### src/design/ddm_pkg.sv
// Shared types and constants for the differential-drive mixer with slew limiting.
// No dependencies; used by every module of the block by scoped reference.
package ddm_pkg;

    localparam int DIGIT_W = 4;
    localparam int IN_W    = 16;
    localparam int YT_W    = 17;
    localparam int CMD_W   = 19;
    localparam int MULT_W  = 12;
    localparam int LIMIT_W = 31;
    localparam int RPM_W   = 32;

    localparam logic signed [RPM_W-1:0] RPM_MAX = {1'b0, {(RPM_W-1){1'b1}}};
    localparam logic signed [RPM_W-1:0] RPM_MIN = {1'b1, {(RPM_W-1){1'b0}}};

    localparam logic [11:0] RPM_MULTIPLIER_RESET = 12'd500;

    typedef enum logic
    {
        REG_RPM_MULTIPLIER = 1'b0,
        REG_RPM_STEP_LIMIT = 1'b1
    } reg_index_t;

    typedef enum logic [2:0]
    {
        S_IDLE,
        S_YAW,
        S_MIX,
        S_SIDE,
        S_SLEW,
        S_COMMIT
    } state_t;

    typedef struct packed
    {
        logic load;
        logic step;
    } mul_ctl_t;

    typedef struct packed
    {
        logic calc;
        logic commit;
    } slew_ctl_t;

endpackage

### src/design/diff_drive_mixer_slew_limit.sv
// Differential-drive mixer: deadzone, yaw mix, rpm gain and per-side slew limit.
// Depends on ddm_pkg, ddm_digit_mul and ddm_slew.
// Sequence from accept to m_axis_tvalid: yaw multiply, mix, rpm-gain multiply, slew and commit;
// both multipliers work in 4-bit digit steps, and commit waits while the output is full.
// An enabled item must commit before the next is accepted; disabled items are taken in idle.
// Reset: held rpm cleared, gain 500, step limit 0, FSM idle, output empty.
module diff_drive_mixer_slew_limit
#(
    parameter int FRAC_BITS = 12
)
(
    input  logic        clk,
    input  logic        rst_n,
    input  logic        cfg_wr_en,
    input  logic        cfg_index,
    input  logic [30:0] cfg_data,
    input  logic        s_axis_tvalid,
    output logic        s_axis_tready,
    input  logic [31:0] s_axis_tdata,   // forward_speed[15:0], yaw_rate[31:16]
    input  logic        s_axis_tuser,   // wheels_enabled
    output logic        m_axis_tvalid,
    input  logic        m_axis_tready,
    output logic [63:0] m_axis_tdata    // right_rpm[31:0], left_rpm[63:32]
);

    localparam int D            = ddm_pkg::DIGIT_W;
    localparam int IN_W         = ddm_pkg::IN_W;
    localparam int YT_W         = ddm_pkg::YT_W;
    localparam int CMD_W        = ddm_pkg::CMD_W;
    localparam int MULT_W       = ddm_pkg::MULT_W;
    localparam int RPM_W        = ddm_pkg::RPM_W;
    localparam int DEADZONE_Q   = ((5 << FRAC_BITS) + 50) / 100;
    localparam int YAW_MIX_Q    = ((6 << FRAC_BITS) + 5) / 10;
    localparam int HT_W         = $clog2(YAW_MIX_Q + 1);
    localparam int YAW_STEPS    = (HT_W + D - 1) / D;
    localparam int SIDE_STEPS   = (MULT_W + D - 1) / D;
    localparam int YAW_PW       = IN_W + 1 + YAW_STEPS * D;
    localparam int SIDE_PW      = CMD_W + 1 + SIDE_STEPS * D;
    localparam int MAX_STEPS    = (YAW_STEPS > SIDE_STEPS) ? YAW_STEPS : SIDE_STEPS;
    localparam int CNT_W        = (MAX_STEPS > 1) ? $clog2(MAX_STEPS) : 1;

    function automatic logic signed [IN_W-1:0] deadzone(input logic signed [IN_W-1:0] v);
        logic [IN_W:0] mag;
        mag = v[IN_W-1] ? (IN_W+1)'(-(IN_W+1)'(v)) : (IN_W+1)'(v);
        deadzone = (mag < (IN_W+1)'(DEADZONE_Q)) ? '0 : v;
    endfunction

    ddm_pkg::state_t state_reg, state_next;
    logic [CNT_W-1:0] cnt_reg, cnt_next;

    logic [MULT_W-1:0]          mult_reg;
    logic [ddm_pkg::LIMIT_W-1:0] limit_reg;

    logic signed [IN_W-1:0]     lin_reg;
    logic                       m_valid_reg;
    logic [63:0]                m_data_reg;

    ddm_pkg::mul_ctl_t  yaw_ctl, side_ctl;
    ddm_pkg::slew_ctl_t slew_ctl;
    logic               accept;
    logic               out_free;
    logic               out_load;

    logic signed [YAW_PW-1:0]  yaw_prod;
    logic signed [SIDE_PW-1:0] right_prod, left_prod;
    logic signed [YAW_PW:0]    yt_sum, yt_shift;
    logic signed [YT_W-1:0]    yaw_term;
    logic signed [CMD_W-1:0]   lin_ext, yt_ext, right_mix, left_mix;
    logic signed [RPM_W-1:0]   right_target, left_target;
    logic signed [RPM_W-1:0]   right_held, left_held, right_next, left_next;

    assign accept   = s_axis_tvalid && s_axis_tready;
    assign out_free = !m_valid_reg || m_axis_tready;

    always_ff @(posedge clk or negedge rst_n)
    begin
        if (!rst_n)
        begin
            mult_reg  <= ddm_pkg::RPM_MULTIPLIER_RESET;
            limit_reg <= '0;
        end
        else if (cfg_wr_en)
        begin
            case (ddm_pkg::reg_index_t'(cfg_index))
                ddm_pkg::REG_RPM_MULTIPLIER: mult_reg  <= cfg_data[MULT_W-1:0];
                ddm_pkg::REG_RPM_STEP_LIMIT: limit_reg <= cfg_data;
                default: ;
            endcase
        end
    end

    always_comb
    begin
        state_next = state_reg;
        case (state_reg)
            ddm_pkg::S_IDLE:
                if (accept && s_axis_tuser)
                    state_next = ddm_pkg::S_YAW;
            ddm_pkg::S_YAW:
                if (cnt_reg == CNT_W'(YAW_STEPS - 1))
                    state_next = ddm_pkg::S_MIX;
            ddm_pkg::S_MIX:
                state_next = ddm_pkg::S_SIDE;
            ddm_pkg::S_SIDE:
                if (cnt_reg == CNT_W'(SIDE_STEPS - 1))
                    state_next = ddm_pkg::S_SLEW;
            ddm_pkg::S_SLEW:
                state_next = ddm_pkg::S_COMMIT;
            ddm_pkg::S_COMMIT:
                if (out_free)
                    state_next = ddm_pkg::S_IDLE;
            default:
                state_next = ddm_pkg::S_IDLE;
        endcase
    end

    always_comb
    begin
        s_axis_tready   = 1'b0;
        yaw_ctl         = '0;
        side_ctl        = '0;
        slew_ctl        = '0;
        out_load        = 1'b0;
        case (state_reg)
            ddm_pkg::S_IDLE:
            begin
                s_axis_tready = 1'b1;
                yaw_ctl.load  = accept && s_axis_tuser;
            end
            ddm_pkg::S_YAW:
                yaw_ctl.step = 1'b1;
            ddm_pkg::S_MIX:
                side_ctl.load = 1'b1;
            ddm_pkg::S_SIDE:
                side_ctl.step = 1'b1;
            ddm_pkg::S_SLEW:
                slew_ctl.calc = 1'b1;
            ddm_pkg::S_COMMIT:
            begin
                slew_ctl.commit = out_free;
                out_load        = out_free;
            end
            default: ;
        endcase
    end

    always_comb
    begin
        cnt_next = '0;
        if ((state_reg == ddm_pkg::S_YAW && cnt_reg != CNT_W'(YAW_STEPS - 1)) ||
            (state_reg == ddm_pkg::S_SIDE && cnt_reg != CNT_W'(SIDE_STEPS - 1)))
            cnt_next = cnt_reg + 1'b1;
    end

    always_ff @(posedge clk or negedge rst_n)
    begin
        if (!rst_n)
        begin
            state_reg <= ddm_pkg::S_IDLE;
            cnt_reg   <= '0;
        end
        else
        begin
            state_reg <= state_next;
            cnt_reg   <= cnt_next;
        end
    end

    always_ff @(posedge clk)
    begin
        if (yaw_ctl.load)
            lin_reg <= deadzone(s_axis_tdata[15:0]);
    end

    ddm_digit_mul
    #(
        .AW (IN_W),
        .BW (HT_W)
    )
    u_yaw_mul
    (
        .clk  (clk),
        .ctl  (yaw_ctl),
        .a    (deadzone(s_axis_tdata[31:16])),
        .b    (HT_W'(YAW_MIX_Q)),
        .prod (yaw_prod)
    );

    // round half up, then floor shift
    always_comb
    begin
        yt_sum    = {yaw_prod[YAW_PW-1], yaw_prod} + (YAW_PW+1)'(2 ** (FRAC_BITS - 1));
        yt_shift  = yt_sum >>> FRAC_BITS;
        yaw_term  = yt_shift[YT_W-1:0];
        lin_ext   = CMD_W'(lin_reg);
        yt_ext    = CMD_W'(yaw_term);
        right_mix = -(lin_ext + yt_ext);
        left_mix  = yt_ext - lin_ext;
    end

    ddm_digit_mul
    #(
        .AW (CMD_W),
        .BW (MULT_W)
    )
    u_right_mul
    (
        .clk  (clk),
        .ctl  (side_ctl),
        .a    (right_mix),
        .b    (mult_reg),
        .prod (right_prod)
    );

    ddm_digit_mul
    #(
        .AW (CMD_W),
        .BW (MULT_W)
    )
    u_left_mul
    (
        .clk  (clk),
        .ctl  (side_ctl),
        .a    (left_mix),
        .b    (mult_reg),
        .prod (left_prod)
    );

    assign right_target = right_prod[RPM_W-1:0];
    assign left_target  = left_prod[RPM_W-1:0];

    ddm_slew u_right_slew
    (
        .clk        (clk),
        .rst_n      (rst_n),
        .ctl        (slew_ctl),
        .target     (right_target),
        .step_limit (limit_reg),
        .held       (right_held),
        .held_next  (right_next)
    );

    ddm_slew u_left_slew
    (
        .clk        (clk),
        .rst_n      (rst_n),
        .ctl        (slew_ctl),
        .target     (left_target),
        .step_limit (limit_reg),
        .held       (left_held),
        .held_next  (left_next)
    );

    always_ff @(posedge clk or negedge rst_n)
    begin
        if (!rst_n)
            m_valid_reg <= 1'b0;
        else if (out_load)
            m_valid_reg <= 1'b1;
        else if (m_axis_tready)
            m_valid_reg <= 1'b0;
    end

    always_ff @(posedge clk)
    begin
        if (out_load)
            m_data_reg <= {left_next, right_next};
    end

    assign m_axis_tvalid = m_valid_reg;
    assign m_axis_tdata  = m_data_reg;

    a_held_only_on_commit: assert property (@(posedge clk) disable iff (!rst_n)
        !(state_reg == ddm_pkg::S_COMMIT && out_free) |=> $stable(right_held) && $stable(left_held))
        else $error("held rpm changed outside commit");

    a_valid_from_commit: assert property (@(posedge clk) disable iff (!rst_n)
        $rose(m_axis_tvalid) |-> $past(state_reg == ddm_pkg::S_COMMIT))
        else $error("output valid raised without commit");

    a_enabled_starts_yaw: assert property (@(posedge clk) disable iff (!rst_n)
        (accept && s_axis_tuser) |=> state_reg == ddm_pkg::S_YAW && cnt_reg == '0)
        else $error("enabled command did not start the yaw multiply");

    a_side_cnt_bound: assert property (@(posedge clk) disable iff (!rst_n)
        state_reg == ddm_pkg::S_SIDE |-> cnt_reg < CNT_W'(SIDE_STEPS))
        else $error("side multiply step count overrun");

endmodule

### src/design/ddm_digit_mul.sv
// Digit-serial signed-by-unsigned multiplier, one DIGIT_W-bit digit of b per step.
// Depends on ddm_pkg for the digit width and the control struct.
module ddm_digit_mul
#(
    parameter int AW = 16,
    parameter int BW = 12
)
(
    input  logic                clk,
    input  ddm_pkg::mul_ctl_t   ctl,
    input  logic signed [AW-1:0] a,
    input  logic [BW-1:0]       b,
    output logic signed [AW+(((BW+ddm_pkg::DIGIT_W-1)/ddm_pkg::DIGIT_W)*ddm_pkg::DIGIT_W):0] prod
);

    localparam int D     = ddm_pkg::DIGIT_W;
    localparam int STEPS = (BW + D - 1) / D;
    localparam int BPAD  = STEPS * D;

    logic signed [AW-1:0] a_reg;
    logic [BPAD-1:0]      b_reg;
    logic signed [AW:0]   hi_reg;
    logic [BPAD-1:0]      lo_reg;

    logic [D-1:0]         digit;
    logic signed [AW+D:0] pp;
    logic signed [AW+D:0] acc_sum;

    always_comb
    begin
        digit   = b_reg[D-1:0];
        pp      = (AW+D+1)'(a_reg) * (AW+D+1)'($signed({1'b0, digit}));
        acc_sum = pp + (AW+D+1)'(hi_reg);
    end

    always_ff @(posedge clk)
    begin
        if (ctl.load)
        begin
            a_reg  <= a;
            b_reg  <= BPAD'(b);
            hi_reg <= '0;
            lo_reg <= '0;
        end
        else if (ctl.step)
        begin
            b_reg  <= b_reg >> D;
            hi_reg <= acc_sum[AW+D:D];
            lo_reg <= {acc_sum[D-1:0], lo_reg[BPAD-1:D]};
        end
    end

    assign prod = {hi_reg, lo_reg};

endmodule

### src/design/ddm_slew.sv
// Per-side rpm slew limiter: clamps the step toward the target (no clamp when the limit is 0) and holds the rpm.
// Depends on ddm_pkg for widths, saturation limits and the control struct.
module ddm_slew
(
    input  logic                             clk,
    input  logic                             rst_n,
    input  ddm_pkg::slew_ctl_t               ctl,
    input  logic signed [ddm_pkg::RPM_W-1:0] target,
    input  logic [ddm_pkg::LIMIT_W-1:0]      step_limit,
    output logic signed [ddm_pkg::RPM_W-1:0] held,
    output logic signed [ddm_pkg::RPM_W-1:0] held_next
);

    localparam int W = ddm_pkg::RPM_W;

    logic signed [W-1:0] held_reg;
    logic signed [W:0]   delta_reg;
    logic signed [W:0]   diff;
    logic signed [W:0]   lim;
    logic signed [W:0]   delta;
    logic signed [W+1:0] sum;

    always_comb
    begin
        diff  = (W+1)'(target) - (W+1)'(held_reg);
        lim   = $signed({2'b00, step_limit});
        delta = diff;
        if (step_limit != '0)
        begin
            if (diff > lim)
                delta = lim;
            else if (diff < -lim)
                delta = -lim;
        end
    end

    always_comb
    begin
        sum = (W+2)'(held_reg) + (W+2)'(delta_reg);
        if (sum > (W+2)'(ddm_pkg::RPM_MAX))
            held_next = ddm_pkg::RPM_MAX;
        else if (sum < (W+2)'(ddm_pkg::RPM_MIN))
            held_next = ddm_pkg::RPM_MIN;
        else
            held_next = sum[W-1:0];
    end

    always_ff @(posedge clk)
    begin
        if (ctl.calc)
            delta_reg <= delta;
    end

    always_ff @(posedge clk or negedge rst_n)
    begin
        if (!rst_n)
            held_reg <= '0;
        else if (ctl.commit)
            held_reg <= held_next;
    end

    assign held = held_reg;

endmodule

### config.mk
export PLATFORM = sky130hd
export DESIGN_NAME = diff_drive_mixer_slew_limit
export DESIGN_NICKNAME = d
export VERILOG_FILES = /design/src/design/ddm_pkg.sv /design/src/design/diff_drive_mixer_slew_limit.sv /design/src/design/ddm_digit_mul.sv /design/src/design/ddm_slew.sv
export SDC_FILE = /design/constraint.sdc
export NUM_CORES = 2
export LEC_CHECK = 0
export BUFFER_PORTS_ARGS = -buffer_cell sky130_fd_sc_hd__buf_4
export CAP_MARGIN = 20
export CORE_MARGIN = 2
export CORE_UTILIZATION = 58
export CTS_BUF_LIST = sky130_fd_sc_hd__clkbuf_16
export CTS_CLUSTER_SIZE = 28
export DETAILED_ROUTE_END_ITERATION = 8
export PLACE_DENSITY = 0.88
export SYNTH_ARGS = -nofsm -noshare
export SYNTH_HDL_FRONTEND = slang
export SYNTH_SLANG_ARGS = --single-unit
### constraint.sdc
create_clock -name clk -period 5.5 [get_ports clk]
set_clock_uncertainty 0.1 [all_clocks]
set_input_delay 0.55 -clock clk [delete_from_list [all_inputs] [get_ports clk]]
set_output_delay 0.55 -clock clk [all_outputs]
set_load 0.005 [all_outputs]
==> run_results.csv <==
group,metric,value,unit
status,run_status,"complete, but fails checks",
status,failing_checks,"negative setup slack",
cells_and_area,final_design_area_no_fill,43000,µm²
clock_network,cts_made_buffers,48,
timing,slew_at_the_pin_closest_to_its_max_slew_limit,1.20,ns
synthesis,synth_top_area_share,0.171,
synthesis,post-synth-top-area-cell,"edfxtp_1",
worst_hold_path,worst_hold_path_type,"in -> reg",
placed_design,dpl.cell_count,5092,
critical_path,crit_arrival,5.98,ns
floorplan,fp.dieW,256,µm
critical_path,setup.worst_path.start_class,"flip-flop",
critical_path,endpoint_kind,"flip-flop",
global_route,grt-ovfl-total,0,
critical_path,timing.rr.start,"u_left_mul.b_reg[3]$_DFFE_PP_",
clock_network,clock-root-buffer,"clkbuf_16",
detailed_routing,final_routed_drc_violation_total,0,
timing,worst_slack,-0.0977,ns
synthesis,synth_xor_xnor_area_share,0.0590,
synthesis,synth.yosys.seq_area_share,0.295,
floorplan,dieArea,65500,µm²
timing,hold_viol_final,0,
synthesis,synth.mux.area_fraction,0.0200,
placed_design,place_congestion,1.00,
floorplan,floorplan.initialDensity,0.585,
critical_path,crit_required,5.89,ns
detailed_routing,drt_pre_antenna_iters,7,
cells_and_area,postLayoutCoreUtil,0.685,
cells_and_area,finalNonFillerCells,5249,
critical_path,worstSetupStartpoint,"u_left_mul.b_reg[3]$_DFFE_PP_",
global_route,wire_length_of_the_first_global_routing_pass,165000,µm
synthesis,post_synth_inst_count,4050,
clock_network,clk_pin_slew,0.07,ns
synthesis,netlist-cell-type-count,81,
timing,timing.slew.headroom,0.194,
global_route,grt_pass1_vias,31300,
synthesis,post_synth_instance_area,36800,µm²
synthesis,synth-edff-count,210,
floorplan,core-area,62900,µm²
cells_and_area,most-common-layout-cells,"447 x ha_1, 400 x inv_1, 347 x buf_4",
critical_path,crit_chain,"buf_6 -> and2_1 -> ha_4 -> fa_1 -> inv_1 -> fa_1 -> inv_1 -> ha_4 -> o21ai_2 -> a21oi_2 -> o211ai_1 -> a21oi_2 -> nor3_2 -> xnor2_1 -> ha_1 -> a21o_1 -> o21bai_1 -> nor3_2 -> a21oi_2 -> a211oi_2 -> o21ai_2 -> a21oi_2 -> xnor2_1 -> o21ai_1",
global_route,track_usage,0.314,
timing,rsz0062_at_grt,"yes",
timing,final_max_slew_viol_count,0,
cells_and_area,antenna-diode-count,0,
synthesis,yosys_warnings,0,
placed_design,postPlaceCellArea,39800,µm²
synthesis,synth_nets,4720,
timing,final_min_period_over_clock_period,1.02,
cells_and_area,final_common_cell,"ha_1",
detailed_routing,drt.antenna.violating_nets,0,
detailed_routing,drt_iter0_markers,3337,
synthesis,yosys_most_used_dff,"edfxtp_1",
global_route,grt_antenna_before_repair,3,
detailed_routing,dr_total_vias,32800,
clock_network,htree_levels,2,
cells_and_area,area_growth_syn_to_layout,17.0,%
synthesis,post_synth_fa_ha_maj_area_fraction,0.231,
synthesis,post_synth_and_or_nand_nor_area_fraction,0.155,
floorplan,die_height,256,µm
cells_and_area,fill_cells,4605,
floorplan,boundaryPins,136,
clock_network,cts-root-to-sink-buffers,3,
placed_design,port-buffer-count,135,
synthesis,asyncSetResetFlopFracSynth,0.276,
critical_path,critical_path.slowest_cell,"fa_1",
cells_and_area,post_route_cells_drive_above_1_share,0.158,
critical_path,crit_path_frequent_cell,"a21oi_2",
clock_network,clock_insertion_delay_worst_skew,0.62,ns
clock_network,numClockSinks,409,
critical_path,timing.setup.critical_path_class,"reg -> reg",
synthesis,combinational_family_with_the_most_area_after_synthesis,"adder cells",
job,max-cap-violations,0,
timing,max_freq,0.179,GHz
placed_design,dp_hpwl,80400,µm
detailed_routing,routed_wire_length_per_instance,20.8,µm
synthesis,synth.area.top_cells,"edfxtp_1 17%, ha_1 16%, fa_1 7.3%",
cells_and_area,num-nets-final,5033,
detailed_routing,post_drt_via_cell_ratio,6.24,
worst_hold_path,worstHoldStart,"cfg_data[18]",
global_route,grt_start_max_net_pins,67,
timing,fin_setup_tns,-0.960,ns
cells_and_area,largest_register_ff_count,64,
critical_path,crit_path_max_incr_delay,0.54,ns
synthesis,post_synth.cell_area_avg,9.08,µm²
clock_network,tritoncts,"yes",
synthesis,compound_gate_fraction_of_synth_area,0.186,
floorplan,placementRows,92,
critical_path,crit_path_max_fanout,6,
synthesis,synth_seq_cells,409,
detailed_routing,drt-total-wl,109000,µm
timing,period_minus_slack,5.60,ns
timing,timing.final.setup_violations,20,
[critical path, delay by kind of cell, from the launching register on]
| family | cells | cell delay, ns |
|---|---|---|
| fa+ha+maj | 5 | 1.88 |
| xor+xnor | 2 | 0.35 |
| compound gates | 11 | 1.86 |
| buf+inv | 3 | 0.36 |
| flops | 1 | 0.49 |
| simple gates | 3 | 0.46 |
[worst paths after layout]
| check | depth (start not counted) | endpoint | slack, ns |
|---|---|---|---|
| min in group asynchronous | 2 | u_left_slew.held[6]$_DFFE_PN0P_ | 0.51 |
| hold reg to reg | 1 | cnt_reg[0]$_DFF_PN0_ | 0.34 |
| hold / removal | 2 | limit_reg[18]$_DFFE_PN0P_ | 0.06 |
| setup reg to reg | 24 | u_left_mul.hi_reg[17]$_SDFFE_PP0P_ | -0.1 |
| max in group asynchronous | 3 | u_right_slew.held[23]$_DFFE_PN0P_ | 3.46 |
| setup / recovery | 24 | u_left_mul.hi_reg[17]$_SDFFE_PP0P_ | -0.1 |
[area by class of cell]
cell class / instances / area, µm² / area share
clock buffer: 49 / 1230 / 0.0285
clock inverter: 41 / 413 / 0.00960
inverter: 408 / 1530 / 0.0357
multi-input combinational: 3125 / 25000 / 0.580
sequential: 409 / 10900 / 0.252
tap: 846 / 1060 / 0.0246
timing repair buffer: 371 / 2980 / 0.0692
[layer usage]
| layer | vias to the layer above | routed length (µm) | GRT usage |
|---|---|---|---|
| li1 | 15100 | - | - |
| met1 | 15600 | 40900 | 0.386 |
| met3 | 420 | 10600 | 0.0589 |
| met5 | - | 0 | 0 |
| met4 | 0 | 6620 | 0.163 |
| met2 | 1690 | 51100 | 0.527 |
[through the flow]
stage / hold WS [ns] / worst slack (ns)
detailed placement: 0.331 / -0.425
global placement: 0.327 / -0.0857
finish: 0.0620 / -0.0977
CTS: 0.0470 / -0.00415
floorplan: 0.154 / 0.0837
global route: 0.0575 / -0.335
[cells by family (layout without fill, tap and decap cells)]
logic type,after synthesis,after routing
AOI/OAI and AO/OA,1061,1061
xor gates and xnor gates,248,248
adders and majority gates,600,600
buffers and inverters,516,869
DFF,409,409
muxes,66,66
and+or+nand+nor,1150,1150
[synth_stat cells, types with 11 or more instances]
master and instances:
a21oi_1 278, edfxtp_1 210, a22o_1 23, a211oi_1 43, nand3_1 70, o21a_1 48
inv_1 405, dfxtp_1 86, dfrtp_1 107, mux2_2 55, or2_2 16, ha_1 466
xnor2_1 163, nor4_1 22, o21ai_0 228, nand2_1 285, fa_1 134, xor2_1 85
o21bai_1 26, o22ai_1 46, nor2_1 274, nor3b_1 11, nor2b_1 45, or3_1 19
nand4_1 39, nand2b_1 44, and2_1 201, a21o_1 126, clkbuf_1 91, a211o_1 12
o21ai_1 22, a31oi_1 30, a221o_1 12, a311oi_1 12, o211ai_1 14, and3_1 34
nor3_1 64, a221oi_1 31
[repair_timing]
item	4_1_cts	5_1_grt
setup endpoints to repair	69	77
gates cloned	0	6
hold buffers	1	0
hold endpoints to repair	26	0
gates resized for setup	25	199
pin swaps	18	103
setup buffers	8	50
Power is left out: the tool's default activity adds up to more than one toggle a clock period on the data nets, which glitch-free logic cannot reach.
